### config.mk
export PLATFORM = sky130hd
export DESIGN_NAME = rotating_rainbow_led_generator_flat
export DESIGN_NICKNAME = d
export VERILOG_FILES = /design/src/rtl/rrlg_pkg.sv /design/src/rtl/rrlg_in_if.sv /design/src/rtl/rrlg_out_if.sv /design/src/rtl/rrlg_front.sv /design/src/rtl/rrlg_queue.sv /design/src/rtl/rrlg_back.sv /design/src/rtl/rotating_rainbow_led_generator.sv /design/src/flat_wrapper.sv
export SDC_FILE = /design/constraint.sdc
export NUM_CORES = 2
export LEC_CHECK = 0
export BUFFER_PORTS_ARGS = -buffer_cell sky130_fd_sc_hd__buf_2
export CAP_MARGIN = 5
export CORE_MARGIN = 4
export CORE_UTILIZATION = 25
export CTS_CLUSTER_SIZE = 30
export DETAILED_ROUTE_END_ITERATION = 10
export GPL_ROUTABILITY_DRIVEN = 0
export SYNTH_ARGS = -nofsm -noshare
export SYNTH_HDL_FRONTEND = slang
export SYNTH_SLANG_ARGS = --single-unit
### constraint.sdc
create_clock -name clk -period 11.1 [get_ports clk]
set_input_delay 2.22 -clock clk [delete_from_list [all_inputs] [get_ports clk]]
set_output_delay 2.22 -clock clk [all_outputs]
set_load 0.005 [all_outputs]
### src/rtl/rrlg_pkg.sv
package rrlg_pkg;

    // LED string and hue scale
    localparam int LEDS         = 32;
    localparam int HUE_BASE     = 0;
    localparam int DEF_HUE_TURN = 5760;

    // field widths
    localparam int HUE_W      = 13;
    localparam int LED_W      = 6;
    localparam int CHAN_W     = 8;
    localparam int CFG_IDX_W  = 2;
    localparam int CFG_DATA_W = 13;

    // register map
    localparam logic [CFG_IDX_W-1:0] REG_ROT_STEP = 2'd0;
    localparam logic [CFG_IDX_W-1:0] REG_SAT      = 2'd1;
    localparam logic [CFG_IDX_W-1:0] REG_BRIGHT   = 2'd2;

    // reset values of the registers
    localparam logic signed [HUE_W-1:0] RST_ROT_STEP = 13'sd16;
    localparam logic [CHAN_W-1:0]       RST_SAT      = 8'd255;
    localparam logic [CHAN_W-1:0]       RST_BRIGHT   = 8'd255;

    typedef enum logic {
        FRONT_IDLE,
        FRONT_WRAP
    } front_state_t;

    typedef struct packed {
        logic [CHAN_W-1:0] sat;
        logic [CHAN_W-1:0] bright;
    } color_cfg_t;

endpackage

### src/rtl/rrlg_in_if.sv
interface rrlg_in_if;
    logic valid;
    logic ready;
    logic frame_tick;

    modport source (output valid, output frame_tick, input ready);
    modport sink (input valid, input frame_tick, output ready);
endinterface

### src/rtl/rrlg_out_if.sv
interface rrlg_out_if;
    logic                        valid;
    logic                        ready;
    logic [rrlg_pkg::LED_W-1:0]  led_index;
    logic [rrlg_pkg::CHAN_W-1:0] red;
    logic [rrlg_pkg::CHAN_W-1:0] green;
    logic [rrlg_pkg::CHAN_W-1:0] blue;
    logic                        last_led;

    modport source (output valid, output led_index, output red, output green, output blue,
                    output last_led, input ready);
    modport sink (input valid, input led_index, input red, input green, input blue,
                  input last_led, output ready);
endinterface

### src/rtl/rrlg_front.sv
module rrlg_front #(
    parameter int HUE_TURN = rrlg_pkg::DEF_HUE_TURN
) (
    input  logic                              clk,
    input  logic                              rst_n,
    rrlg_in_if.sink                           frame,
    input  logic signed [rrlg_pkg::HUE_W-1:0] rot_step,
    output logic                              push_valid,
    input  logic                              push_ready,
    output logic [rrlg_pkg::HUE_W-1:0]        push_hue
);

    localparam int SumW = rrlg_pkg::HUE_W + 2;
    localparam logic signed [SumW-1:0] TurnS = SumW'(HUE_TURN);

    rrlg_pkg::front_state_t state_reg, state_next;
    logic signed [SumW-1:0] sum_reg, sum_next;
    logic [rrlg_pkg::HUE_W-1:0] base_reg, base_next;
    logic in_range;

    // one add or subtract of a turn per cycle until the hue is back in range
    assign in_range = !sum_reg[SumW-1] && (sum_reg < TurnS);

    always_comb
    begin
        state_next = state_reg;
        sum_next   = sum_reg;
        base_next  = base_reg;
        case (state_reg)
            rrlg_pkg::FRONT_IDLE:
            begin
                if (frame.valid && frame.frame_tick)
                begin
                    sum_next   = $signed({2'b00, base_reg}) + SumW'(rot_step);
                    state_next = rrlg_pkg::FRONT_WRAP;
                end
            end
            rrlg_pkg::FRONT_WRAP:
            begin
                if (sum_reg[SumW-1])
                begin
                    sum_next = sum_reg + TurnS;
                end
                else if (!in_range)
                begin
                    sum_next = sum_reg - TurnS;
                end
                else if (push_ready)
                begin
                    base_next  = sum_reg[rrlg_pkg::HUE_W-1:0];
                    state_next = rrlg_pkg::FRONT_IDLE;
                end
            end
            default:
            begin
                state_next = rrlg_pkg::FRONT_IDLE;
            end
        endcase
    end

    always_comb
    begin
        frame.ready = 1'b0;
        push_valid  = 1'b0;
        push_hue    = sum_reg[rrlg_pkg::HUE_W-1:0];
        case (state_reg)
            rrlg_pkg::FRONT_IDLE: frame.ready = 1'b1;
            rrlg_pkg::FRONT_WRAP: push_valid  = in_range;
            default:              frame.ready = 1'b0;
        endcase
    end

    always_ff @(posedge clk or negedge rst_n)
    begin
        if (!rst_n)
        begin
            state_reg <= rrlg_pkg::FRONT_IDLE;
            base_reg  <= '0;
        end
        else
        begin
            state_reg <= state_next;
            base_reg  <= base_next;
        end
    end

    always_ff @(posedge clk)
    begin
        sum_reg <= sum_next;
    end

endmodule

### src/rtl/rrlg_queue.sv
module rrlg_queue (
    input  logic                       clk,
    input  logic                       rst_n,
    input  logic                       push_valid,
    output logic                       push_ready,
    input  logic [rrlg_pkg::HUE_W-1:0] push_data,
    output logic                       pop_valid,
    input  logic                       pop_ready,
    output logic [rrlg_pkg::HUE_W-1:0] pop_data
);

    // two-entry queue of frame base hues
    logic [rrlg_pkg::HUE_W-1:0] mem_reg [2];
    logic       wr_ptr_reg, wr_ptr_next;
    logic       rd_ptr_reg, rd_ptr_next;
    logic [1:0] count_reg, count_next;
    logic       do_push, do_pop;

    assign push_ready = (count_reg != 2'd2);
    assign pop_valid  = (count_reg != 2'd0);
    assign pop_data   = mem_reg[rd_ptr_reg];
    assign do_push    = push_valid && push_ready;
    assign do_pop     = pop_valid && pop_ready;

    always_comb
    begin
        wr_ptr_next = wr_ptr_reg ^ do_push;
        rd_ptr_next = rd_ptr_reg ^ do_pop;
        count_next  = count_reg;
        if (do_push && !do_pop)
        begin
            count_next = count_reg + 2'd1;
        end
        else if (do_pop && !do_push)
        begin
            count_next = count_reg - 2'd1;
        end
    end

    always_ff @(posedge clk or negedge rst_n)
    begin
        if (!rst_n)
        begin
            wr_ptr_reg <= 1'b0;
            rd_ptr_reg <= 1'b0;
            count_reg  <= 2'd0;
        end
        else
        begin
            wr_ptr_reg <= wr_ptr_next;
            rd_ptr_reg <= rd_ptr_next;
            count_reg  <= count_next;
        end
    end

    always_ff @(posedge clk)
    begin
        if (do_push)
        begin
            mem_reg[wr_ptr_reg] <= push_data;
        end
    end

endmodule

### src/rtl/rrlg_back.sv
module rrlg_back #(
    parameter int HUE_TURN = rrlg_pkg::DEF_HUE_TURN
) (
    input  logic                       clk,
    input  logic                       rst_n,
    input  logic                       pop_valid,
    output logic                       pop_ready,
    input  logic [rrlg_pkg::HUE_W-1:0] pop_hue,
    input  rrlg_pkg::color_cfg_t       cfg,
    rrlg_out_if.source                 pixel
);

    localparam int HW    = rrlg_pkg::HUE_W;
    localparam int LW    = rrlg_pkg::LED_W;
    localparam int CW    = rrlg_pkg::CHAN_W;
    localparam int RemW  = LW + 1;
    localparam int H6W   = HW + 3;
    localparam int Span  = HUE_TURN - rrlg_pkg::HUE_BASE;
    localparam int StepQ = Span / rrlg_pkg::LEDS;
    localparam int StepR = Span % rrlg_pkg::LEDS;

    // all three channel levels are floor(v*(Den - s*y)/Den), y in {T, frac, T-frac}
    localparam int Den  = 255 * HUE_TURN;
    localparam int DenW = $clog2(Den + 1);
    localparam int NumW = CW + DenW;
    localparam int K    = NumW + $clog2(Den);
    localparam int MW   = NumW + 2;
    localparam int PW   = NumW + MW;
    localparam longint unsigned RecipL = ((64'd1 << K) + 64'(Den) - 64'd1) / 64'(Den);
    localparam logic [MW-1:0] Recip = MW'(RecipL);

    localparam logic [H6W-1:0] T1 = H6W'(HUE_TURN);
    localparam logic [H6W-1:0] T2 = H6W'(2 * HUE_TURN);
    localparam logic [H6W-1:0] T3 = H6W'(3 * HUE_TURN);
    localparam logic [H6W-1:0] T4 = H6W'(4 * HUE_TURN);
    localparam logic [H6W-1:0] T5 = H6W'(5 * HUE_TURN);

    typedef enum logic [2:0] {
        SEC_RY,
        SEC_YG,
        SEC_GC,
        SEC_CB,
        SEC_BM,
        SEC_MR
    } sector_t;

    typedef struct packed {
        logic [LW-1:0] idx;
        logic          last;
        sector_t       sec;
    } meta_t;

    // LED sequencer
    logic            busy_reg, busy_next;
    logic [LW-1:0]   led_reg, led_next;
    logic [HW-1:0]   offq_reg, offq_next;
    logic [RemW-1:0] offr_reg, offr_next;
    logic [HW-1:0]   base_reg;
    logic [RemW-1:0] rem_sum;
    logic [HW:0]     hue_sum;
    logic [HW-1:0]   hue_wrap;
    logic            led_last;
    logic            adv;
    logic            load;

    // pipeline
    logic v1_reg, v2_reg, v3_reg, v4_reg, v5_reg, vo_reg;
    meta_t m1_reg, m2_reg, m3_reg, m4_reg, m5_reg, mo_reg;
    meta_t m1_next;
    logic [HW-1:0]   hue1_reg;
    logic [H6W-1:0]  h6;
    sector_t         sec_c;
    logic [HW-1:0]   frac_c;
    logic [HW-1:0]   frac2_reg;
    logic [DenW-1:0] xq3_reg, xt3_reg, xp3_reg;
    logic [NumW-1:0] nq4_reg, nt4_reg, np4_reg;
    logic [PW-1:0]   pq5_reg, pt5_reg, pp5_reg;
    logic [CW-1:0]   q_c, t_c, p_c, v_c;
    logic [CW-1:0]   red_c, green_c, blue_c;
    logic [CW-1:0]   red_reg, green_reg, blue_reg;

    // whole pipeline moves when the output stage is empty or being taken
    assign adv       = !vo_reg || pixel.ready;
    assign pop_ready = !busy_reg;
    assign load      = pop_valid && !busy_reg;
    assign led_last  = (led_reg == LW'(rrlg_pkg::LEDS - 1));
    assign rem_sum   = offr_reg + RemW'(StepR);
    assign hue_sum   = {1'b0, base_reg} + {1'b0, offq_reg};
    assign hue_wrap  = (hue_sum >= (HW + 1)'(HUE_TURN)) ?
                       HW'(hue_sum - (HW + 1)'(HUE_TURN)) : HW'(hue_sum);

    always_comb
    begin
        busy_next = busy_reg;
        led_next  = led_reg;
        offq_next = offq_reg;
        offr_next = offr_reg;
        if (!busy_reg)
        begin
            if (pop_valid)
            begin
                busy_next = 1'b1;
                led_next  = '0;
                offq_next = '0;
                offr_next = '0;
            end
        end
        else if (adv)
        begin
            busy_next = !led_last;
            led_next  = led_reg + LW'(1);
            if (rem_sum >= RemW'(rrlg_pkg::LEDS))
            begin
                offr_next = rem_sum - RemW'(rrlg_pkg::LEDS);
                offq_next = offq_reg + HW'(StepQ + 1);
            end
            else
            begin
                offr_next = rem_sum;
                offq_next = offq_reg + HW'(StepQ);
            end
        end
    end

    always_comb
    begin
        m1_next.idx  = led_reg;
        m1_next.last = led_last;
        m1_next.sec  = SEC_RY;
    end

    // sector and fraction of 6*hue against multiples of a turn
    always_comb
    begin
        h6 = (H6W'(hue1_reg) << 2) + (H6W'(hue1_reg) << 1);
        if (h6 >= T5)
        begin
            sec_c  = SEC_MR;
            frac_c = HW'(h6 - T5);
        end
        else if (h6 >= T4)
        begin
            sec_c  = SEC_BM;
            frac_c = HW'(h6 - T4);
        end
        else if (h6 >= T3)
        begin
            sec_c  = SEC_CB;
            frac_c = HW'(h6 - T3);
        end
        else if (h6 >= T2)
        begin
            sec_c  = SEC_GC;
            frac_c = HW'(h6 - T2);
        end
        else if (h6 >= T1)
        begin
            sec_c  = SEC_YG;
            frac_c = HW'(h6 - T1);
        end
        else
        begin
            sec_c  = SEC_RY;
            frac_c = HW'(h6);
        end
    end

    assign q_c = pq5_reg[K +: CW];
    assign t_c = pt5_reg[K +: CW];
    assign p_c = pp5_reg[K +: CW];
    assign v_c = cfg.bright;

    always_comb
    begin
        case (m5_reg.sec)
            SEC_RY:
            begin
                red_c = v_c; green_c = t_c; blue_c = p_c;
            end
            SEC_YG:
            begin
                red_c = q_c; green_c = v_c; blue_c = p_c;
            end
            SEC_GC:
            begin
                red_c = p_c; green_c = v_c; blue_c = t_c;
            end
            SEC_CB:
            begin
                red_c = p_c; green_c = q_c; blue_c = v_c;
            end
            SEC_BM:
            begin
                red_c = t_c; green_c = p_c; blue_c = v_c;
            end
            default:
            begin
                red_c = v_c; green_c = p_c; blue_c = q_c;
            end
        endcase
    end

    always_ff @(posedge clk or negedge rst_n)
    begin
        if (!rst_n)
        begin
            busy_reg <= 1'b0;
            led_reg  <= '0;
            offq_reg <= '0;
            offr_reg <= '0;
            v1_reg   <= 1'b0;
            v2_reg   <= 1'b0;
            v3_reg   <= 1'b0;
            v4_reg   <= 1'b0;
            v5_reg   <= 1'b0;
            vo_reg   <= 1'b0;
        end
        else
        begin
            busy_reg <= busy_next;
            led_reg  <= led_next;
            offq_reg <= offq_next;
            offr_reg <= offr_next;
            if (adv)
            begin
                v1_reg <= busy_reg;
                v2_reg <= v1_reg;
                v3_reg <= v2_reg;
                v4_reg <= v3_reg;
                v5_reg <= v4_reg;
                vo_reg <= v5_reg;
            end
        end
    end

    always_ff @(posedge clk)
    begin
        if (load)
        begin
            base_reg <= pop_hue;
        end
        if (adv)
        begin
            m1_reg    <= m1_next;
            hue1_reg  <= hue_wrap;

            m2_reg    <= '{idx: m1_reg.idx, last: m1_reg.last, sec: sec_c};
            frac2_reg <= frac_c;

            m3_reg  <= m2_reg;
            xq3_reg <= DenW'(cfg.sat) * DenW'(frac2_reg);
            xt3_reg <= DenW'(cfg.sat) * DenW'(HW'(HUE_TURN) - frac2_reg);
            xp3_reg <= DenW'(cfg.sat) * DenW'(HUE_TURN);

            m4_reg  <= m3_reg;
            nq4_reg <= NumW'(cfg.bright) * NumW'(DenW'(Den) - xq3_reg);
            nt4_reg <= NumW'(cfg.bright) * NumW'(DenW'(Den) - xt3_reg);
            np4_reg <= NumW'(cfg.bright) * NumW'(DenW'(Den) - xp3_reg);

            m5_reg  <= m4_reg;
            pq5_reg <= PW'(nq4_reg) * PW'(Recip);
            pt5_reg <= PW'(nt4_reg) * PW'(Recip);
            pp5_reg <= PW'(np4_reg) * PW'(Recip);

            mo_reg    <= m5_reg;
            red_reg   <= red_c;
            green_reg <= green_c;
            blue_reg  <= blue_c;
        end
    end

    assign pixel.valid     = vo_reg;
    assign pixel.led_index = mo_reg.idx;
    assign pixel.last_led  = mo_reg.last;
    assign pixel.red       = red_reg;
    assign pixel.green     = green_reg;
    assign pixel.blue      = blue_reg;

endmodule

### src/rtl/rotating_rainbow_led_generator.sv
// Channel   Dir  Word                                   Handshake
// frame     in   frame_tick                             valid/ready
// pixel     out  led_index, red, green, blue, last_led  valid/ready
// wr_*      in   wr_index, wr_data                      wr_en, no stall
//
// A tick of 1 holds the front while it adds the step, wraps the sum by whole
// turns and waits for the queue to take it; a tick of 0 is taken and dropped.
// The back sends LEDS pixel words per frame, one per cycle within a frame
// while pixel.ready stays high. Up to two wrapped base hues wait in the
// queue, so ticks keep coming in while the back is busy. Low pixel.ready
// freezes the whole back pipeline when a word waits at the output.
// Reset is async: base hue 0, step 16, saturation and brightness 255.
module rotating_rainbow_led_generator #(
    parameter int HUE_TURN = rrlg_pkg::DEF_HUE_TURN
) (
    input  logic                                clk,
    input  logic                                rst_n,
    rrlg_in_if.sink                             frame,
    rrlg_out_if.source                          pixel,
    input  logic                                wr_en,
    input  logic [rrlg_pkg::CFG_IDX_W-1:0]      wr_index,
    input  logic [rrlg_pkg::CFG_DATA_W-1:0]     wr_data
);

    // config registers
    logic signed [rrlg_pkg::HUE_W-1:0] step_reg, step_next;
    logic [rrlg_pkg::CHAN_W-1:0]       sat_reg, sat_next;
    logic [rrlg_pkg::CHAN_W-1:0]       bright_reg, bright_next;
    rrlg_pkg::color_cfg_t              color_cfg;

    // front to queue to back
    logic                       push_valid, push_ready;
    logic [rrlg_pkg::HUE_W-1:0] push_hue;
    logic                       pop_valid, pop_ready;
    logic [rrlg_pkg::HUE_W-1:0] pop_hue;

    // register writes; unknown indexes fall through
    always_comb
    begin
        step_next   = step_reg;
        sat_next    = sat_reg;
        bright_next = bright_reg;
        if (wr_en)
        begin
            case (wr_index)
                rrlg_pkg::REG_ROT_STEP: step_next   = $signed(wr_data[rrlg_pkg::HUE_W-1:0]);
                rrlg_pkg::REG_SAT:      sat_next    = wr_data[rrlg_pkg::CHAN_W-1:0];
                rrlg_pkg::REG_BRIGHT:   bright_next = wr_data[rrlg_pkg::CHAN_W-1:0];
                default:                step_next   = step_reg;
            endcase
        end
    end

    always_ff @(posedge clk or negedge rst_n)
    begin
        if (!rst_n)
        begin
            step_reg   <= rrlg_pkg::RST_ROT_STEP;
            sat_reg    <= rrlg_pkg::RST_SAT;
            bright_reg <= rrlg_pkg::RST_BRIGHT;
        end
        else
        begin
            step_reg   <= step_next;
            sat_reg    <= sat_next;
            bright_reg <= bright_next;
        end
    end

    assign color_cfg.sat    = sat_reg;
    assign color_cfg.bright = bright_reg;

    // front: takes ticks, advances and wraps the base hue
    rrlg_front #(
        .HUE_TURN (HUE_TURN)
    ) u_front (
        .clk        (clk),
        .rst_n      (rst_n),
        .frame      (frame),
        .rot_step   (step_reg),
        .push_valid (push_valid),
        .push_ready (push_ready),
        .push_hue   (push_hue)
    );

    // queue of pending frame base hues
    rrlg_queue u_queue (
        .clk        (clk),
        .rst_n      (rst_n),
        .push_valid (push_valid),
        .push_ready (push_ready),
        .push_data  (push_hue),
        .pop_valid  (pop_valid),
        .pop_ready  (pop_ready),
        .pop_data   (pop_hue)
    );

    // back: walks the LEDs and converts each hue to RGB
    rrlg_back #(
        .HUE_TURN (HUE_TURN)
    ) u_back (
        .clk       (clk),
        .rst_n     (rst_n),
        .pop_valid (pop_valid),
        .pop_ready (pop_ready),
        .pop_hue   (pop_hue),
        .cfg       (color_cfg),
        .pixel     (pixel)
    );

endmodule

### src/flat_wrapper.sv
// flat-port wrapper written by rule: the top's interface ports become plain ports
module rotating_rainbow_led_generator_flat 
#(
    parameter int HUE_TURN = rrlg_pkg::DEF_HUE_TURN
)
  (clk, rst_n, wr_en, wr_index, wr_data, frame_valid, frame_frame_tick, frame_ready, pixel_valid, pixel_led_index, pixel_red, pixel_green, pixel_blue, pixel_last_led, pixel_ready);
  rrlg_in_if frame_i ();
  rrlg_out_if pixel_i ();
  input  logic clk;
  input  logic rst_n;
  input  logic wr_en;
  input  logic [rrlg_pkg::CFG_IDX_W-1:0] wr_index;
  input  logic [rrlg_pkg::CFG_DATA_W-1:0] wr_data;
  input wire logic [$bits(frame_i.valid)-1:0] frame_valid;
  input wire logic [$bits(frame_i.frame_tick)-1:0] frame_frame_tick;
  output wire logic [$bits(frame_i.ready)-1:0] frame_ready;
  output wire logic [$bits(pixel_i.valid)-1:0] pixel_valid;
  output wire logic [$bits(pixel_i.led_index)-1:0] pixel_led_index;
  output wire logic [$bits(pixel_i.red)-1:0] pixel_red;
  output wire logic [$bits(pixel_i.green)-1:0] pixel_green;
  output wire logic [$bits(pixel_i.blue)-1:0] pixel_blue;
  output wire logic [$bits(pixel_i.last_led)-1:0] pixel_last_led;
  input wire logic [$bits(pixel_i.ready)-1:0] pixel_ready;
  assign frame_i.valid = frame_valid;
  assign frame_i.frame_tick = frame_frame_tick;
  assign frame_ready = frame_i.ready;
  assign pixel_valid = pixel_i.valid;
  assign pixel_led_index = pixel_i.led_index;
  assign pixel_red = pixel_i.red;
  assign pixel_green = pixel_i.green;
  assign pixel_blue = pixel_i.blue;
  assign pixel_last_led = pixel_i.last_led;
  assign pixel_i.ready = pixel_ready;
  rotating_rainbow_led_generator #(.HUE_TURN(HUE_TURN)) u_core (.clk(clk), .rst_n(rst_n), .frame(frame_i), .pixel(pixel_i), .wr_en(wr_en), .wr_index(wr_index), .wr_data(wr_data));
endmodule
==> impl_metrics.xml <==
<?xml version="1.0" encoding="UTF-8"?>
<metrics>
  <group name="clocking">
    <metric name="cts_hold_repair.buffers" unit="">0</metric>
    <metric name="cts_num_sinks" unit="">386</metric>
    <metric name="post-cts-setup-buffer-count" unit="">0</metric>
    <metric name="cts_root_buffer" unit="">clkbuf_16</metric>
    <metric name="cts_buffers" unit="">49</metric>
    <metric name="clkLatencyLatePin" unit="ns">0.65</metric>
    <metric name="cts_tree" unit="">done</metric>
    <metric name="maximum_buffer_depth_of_the_clock_tree" unit="">3</metric>
    <metric name="cts.repair.resized" unit="">0</metric>
    <metric name="htree_levels" unit="">2</metric>
    <metric name="clkTransAtPathRegs" unit="ns">0.06</metric>
  </group>
  <group name="placed_design">
    <metric name="hpwl" unit="mm">137.9</metric>
    <metric name="place.port_buffers" unit="">53</metric>
    <metric name="pre_cts_ws" unit="ns">3.272</metric>
    <metric name="post-place-cells" unit="">11160</metric>
  </group>
  <group name="synth">
    <metric name="mappedNetlistArea" unit="mm2">0.07443</metric>
    <metric name="async_flop_share" unit="">0.1943</metric>
    <metric name="synth.distinct_cells" unit="">90</metric>
    <metric name="synth_top_cell_by_area" unit="">fa_1</metric>
    <metric name="synthTopCellsByArea" unit="">fa_1, ha_1, edfxtp_1</metric>
    <metric name="synth_seq_area_share" unit="">0.1510</metric>
    <metric name="synth.ff_latch_count" unit="">386</metric>
    <metric name="dominantRegCellSynth" unit="">edfxtp_1</metric>
    <metric name="edff_count_synth" unit="">311</metric>
    <metric name="synth_top_area_share" unit="">0.3408</metric>
    <metric name="synthesis.nets" unit="">9857</metric>
    <metric name="postSynthCellCount" unit="">7257</metric>
    <metric name="synthesis.area_per_instance" unit="um2">10.26</metric>
    <metric name="yosysWarnings" unit="">0</metric>
  </group>
  <group name="setup_path">
    <metric name="startpoint_type" unit="">register</metric>
    <metric name="timing.rr.start" unit="">u_core.u_back.xq3_reg[1]$_DFFE_PN_</metric>
    <metric name="worstSetupEndpoint" unit="">u_core.u_back.nt4_reg[28]$_DFFE_PN_</metric>
    <metric name="timing.critical_path.required" unit="ns">11.46</metric>
    <metric name="arrival" unit="ns">8.20</metric>
    <metric name="timing.rr.end" unit="">u_core.u_back.nt4_reg[28]$_DFFE_PN_</metric>
    <metric name="r2r.worst_path.cells" unit="">26</metric>
    <metric name="cp_max_fo" unit="">15</metric>
    <metric name="worst-r2r-setup-slack" unit="ns">3.26</metric>
    <metric name="worst_setup_path_start" unit="">u_core.u_back.xq3_reg[1]$_DFFE_PN_</metric>
    <metric name="criticalPathCategory" unit="">register to register</metric>
    <metric name="timing.critical_path.to_type" unit="">register</metric>
  </group>
  <group name="grt">
    <metric name="grt_util_all_layers" unit="">0.1091</metric>
    <metric name="first_global_vias" unit="">51520</metric>
    <metric name="grt_antenna_before_repair" unit="">4</metric>
    <metric name="grt_first_pass_wirelength" unit="mm">274.1</metric>
    <metric name="overflow" unit="">0</metric>
    <metric name="grt_start_max_net_pins" unit="">136</metric>
  </group>
  <group name="layout">
    <metric name="largest_register_ffs" unit="">28</metric>
    <metric name="stdcell_count" unit="">11250</metric>
    <metric name="layout.filler_cells" unit="">31130</metric>
    <metric name="regArea" unit="mm2">0.01124</metric>
    <metric name="layout-drive-gt1-share" unit="">0.03571</metric>
    <metric name="design.final.nets" unit="">9868</metric>
    <metric name="area_of_combinational_cells_with_multiple_inputs" unit="mm2">0.05534</metric>
    <metric name="areaGrowthSynthToFinish" unit="%">9.026</metric>
  </group>
  <group name="timing">
    <metric name="setup-tns-final" unit="ns">0</metric>
    <metric name="timing.hold.ws" unit="ns">0.4103</metric>
    <metric name="slew-limit-headroom" unit="">0.2625</metric>
    <metric name="layout_worst_path_cycle_share" unit="">0.7061</metric>
    <metric name="fin_skew" unit="ns">0.03373</metric>
    <metric name="postLayoutSetupSlackWorst" unit="ns">3.263</metric>
    <metric name="max_slew.worst_pin.slew" unit="ns">1.095</metric>
    <metric name="setup_viol" unit="">0</metric>
    <metric name="timing_max_transition_violations_final" unit="">0</metric>
    <metric name="timing.fmax" unit="MHz">127.6</metric>
    <metric name="grt_setup_unrepaired" unit="">no</metric>
    <metric name="timing_hold_violations_final" unit="">0</metric>
    <metric name="clock_period_minus_final_worst_setup_slack" unit="ns">7.837</metric>
  </group>
  <group name="floorplanning">
    <metric name="floorplan.io_pins" unit="">54</metric>
    <metric name="placementRows" unit="">200</metric>
    <metric name="die_width" unit="um">553.6</metric>
    <metric name="die_y" unit="um">553.6</metric>
    <metric name="start_util" unit="">0.2510</metric>
    <metric name="placeableCoreArea" unit="mm2">0.2965</metric>
    <metric name="die_area" unit="mm2">0.3065</metric>
  </group>
  <group name="routing">
    <metric name="total_routed_length" unit="mm">161.7</metric>
    <metric name="detail_route.vias_per_cell" unit="">4.185</metric>
    <metric name="drt_first_pass_iters" unit="">5</metric>
    <metric name="initialDrtViolationCount" unit="">2215</metric>
    <metric name="avgRoutedWirePerCell" unit="um">14.37</metric>
    <metric name="post-route-drc-count" unit="">0</metric>
    <metric name="vias" unit="">47080</metric>
    <metric name="detail-route-antenna-nets" unit="">0</metric>
  </group>
  <group name="hold_path">
    <metric name="holdCritPathClass" unit="">register to register</metric>
  </group>
  <group name="status">
    <metric name="run_status" unit="">finished clean</metric>
  </group>
  <group name="flow_run">
    <metric name="max_cap_violations" unit="">0</metric>
  </group>
</metrics>
worst max-delay path, cell delays in order (launching register included):
cell and delay (ns):
edfxtp_1 0.59, inv_1 0.16, ha_1 0.22, or3b_1 0.41
and3_1 0.24, o31a_1 0.29, o211ai_1 0.33, nand2_1 0.11
xnor2_1 0.47, nand2_1 0.16, fa_1 0.55, inv_1 0.05
fa_1 0.50, inv_1 0.05, fa_1 0.52, inv_1 0.05
fa_1 0.43, ha_1 0.33, and2_1 0.18, nor2b_1 0.17
and4_1 0.21, a221oi_1 0.36, o21ai_0 0.20, or4_1 0.47
a31o_2 0.26, a21oi_1 0.18, xnor2_1 0.08
cell type report:
cell class | instances | area share
timing repair buffer | 73 | 0.005150
sequential | 386 | 0.1385
clock buffer | 56 | 0.01608
inverter | 1981 | 0.09173
tap | 3939 | 0.06074
clock inverter | 36 | 0.005767
antenna | 2 | 0.00006168
multi-input combinational | 4777 | 0.6820
per-stage QoR:
stage                       util  area, um2
after floorplan                -      74430
after global placement    0.2677      79370
after detailed placement  0.2677      79370
after CTS                 0.2736      81140
after global routing      0.2736      81140
final                     0.2736      81150
placed cells by master (no fill, tap or decap), types with 58 or more instances in the layout:
master / synthesis / final
fa_1: 1267 / 1267
inv_1: 1976 / 1976
edfxtp_1: 311 / 311
xnor2_1: 191 / 191
nand2_1: 382 / 382
o21ai_0: 107 / 107
nor2_1: 192 / 192
dfrtp_1: 58 / 58
xor2_1: 79 / 79
a21oi_1: 164 / 164
and2_1: 347 / 347
nor2b_1: 72 / 72
a21o_1: 84 / 84
ha_1: 1312 / 1312
logic make-up after synthesis:
kind of cell,synth area share
flip-flops,0.1510
AO/OA/AOI/OAI,0.05694
adder cells (fa/ha/maj),0.5614
multiplexers,0.008994
AND/OR/NAND/NOR,0.08406
XOR/XNOR,0.03199
buffers and inverters,0.1057
synthesized netlist by cell type, drive strengths merged, types with 7 or more instances:
library cell and count:
a2111oi 8, a211o 12, a211oi 29, a21boi 7
a21o 84, a21oi 165, a221oi 11, a22o 11
a31oi 27, and2 347, and3 20, buf 8
clkbuf 105, dfrtp 58, dfstp 17, edfxtp 311
fa 1267, ha 1312, inv 1980, mux2 55
nand2 382, nand2b 32, nand3 47, nand4 21
nor2 193, nor2b 72, nor3 49, nor4 10
o211ai 16, o21a 35, o21ai 115, o21bai 17
o22a 8, o22ai 26, o31ai 8, or2 11
or3 20, or4 8, xnor2 192, xor2 79
how the worst min path moves through the flow:
stage / to / start / depth (start not counted)
after detailed placement: u_core.u_back.m3_reg[4]$_DFFE_PN_ / u_core.u_back.m2_reg[4]$_DFFE_PN_ / 0
after global placement: u_core.u_back.m2_reg[5]$_DFFE_PN_ / u_core.u_back.m1_reg[5]$_DFFE_PN_ / 0
after CTS: u_core.u_back.m3_reg[4]$_DFFE_PN_ / u_core.u_back.m2_reg[4]$_DFFE_PN_ / 0
final: u_core.u_back.m3_reg[4]$_DFFE_PN_ / u_core.u_back.m2_reg[4]$_DFFE_PN_ / 0
after floorplan: u_core.u_back.m2_reg[3]$_DFFE_PN_ / u_core.u_back.m1_reg[3]$_DFFE_PN_ / 0
after global routing: u_core.u_back.m3_reg[2]$_DFFE_PN_ / u_core.u_back.m2_reg[2]$_SDFFCE_PP1N_ / 0
per-layer routing:
metal | vias up | wire length, um | global-route usage
met3 | 187 | 6466 | 0.01435
li1 | 22700 | - | -
met2 | 716 | 76040 | 0.1847
met1 | 23470 | 75220 | 0.1482
met4 | 0 | 3931 | 0.02447
met5 | - | 0 | 0
Power is not shown: default switching activity piles up to over one toggle a cycle in this logic, so the estimate is an artifact.
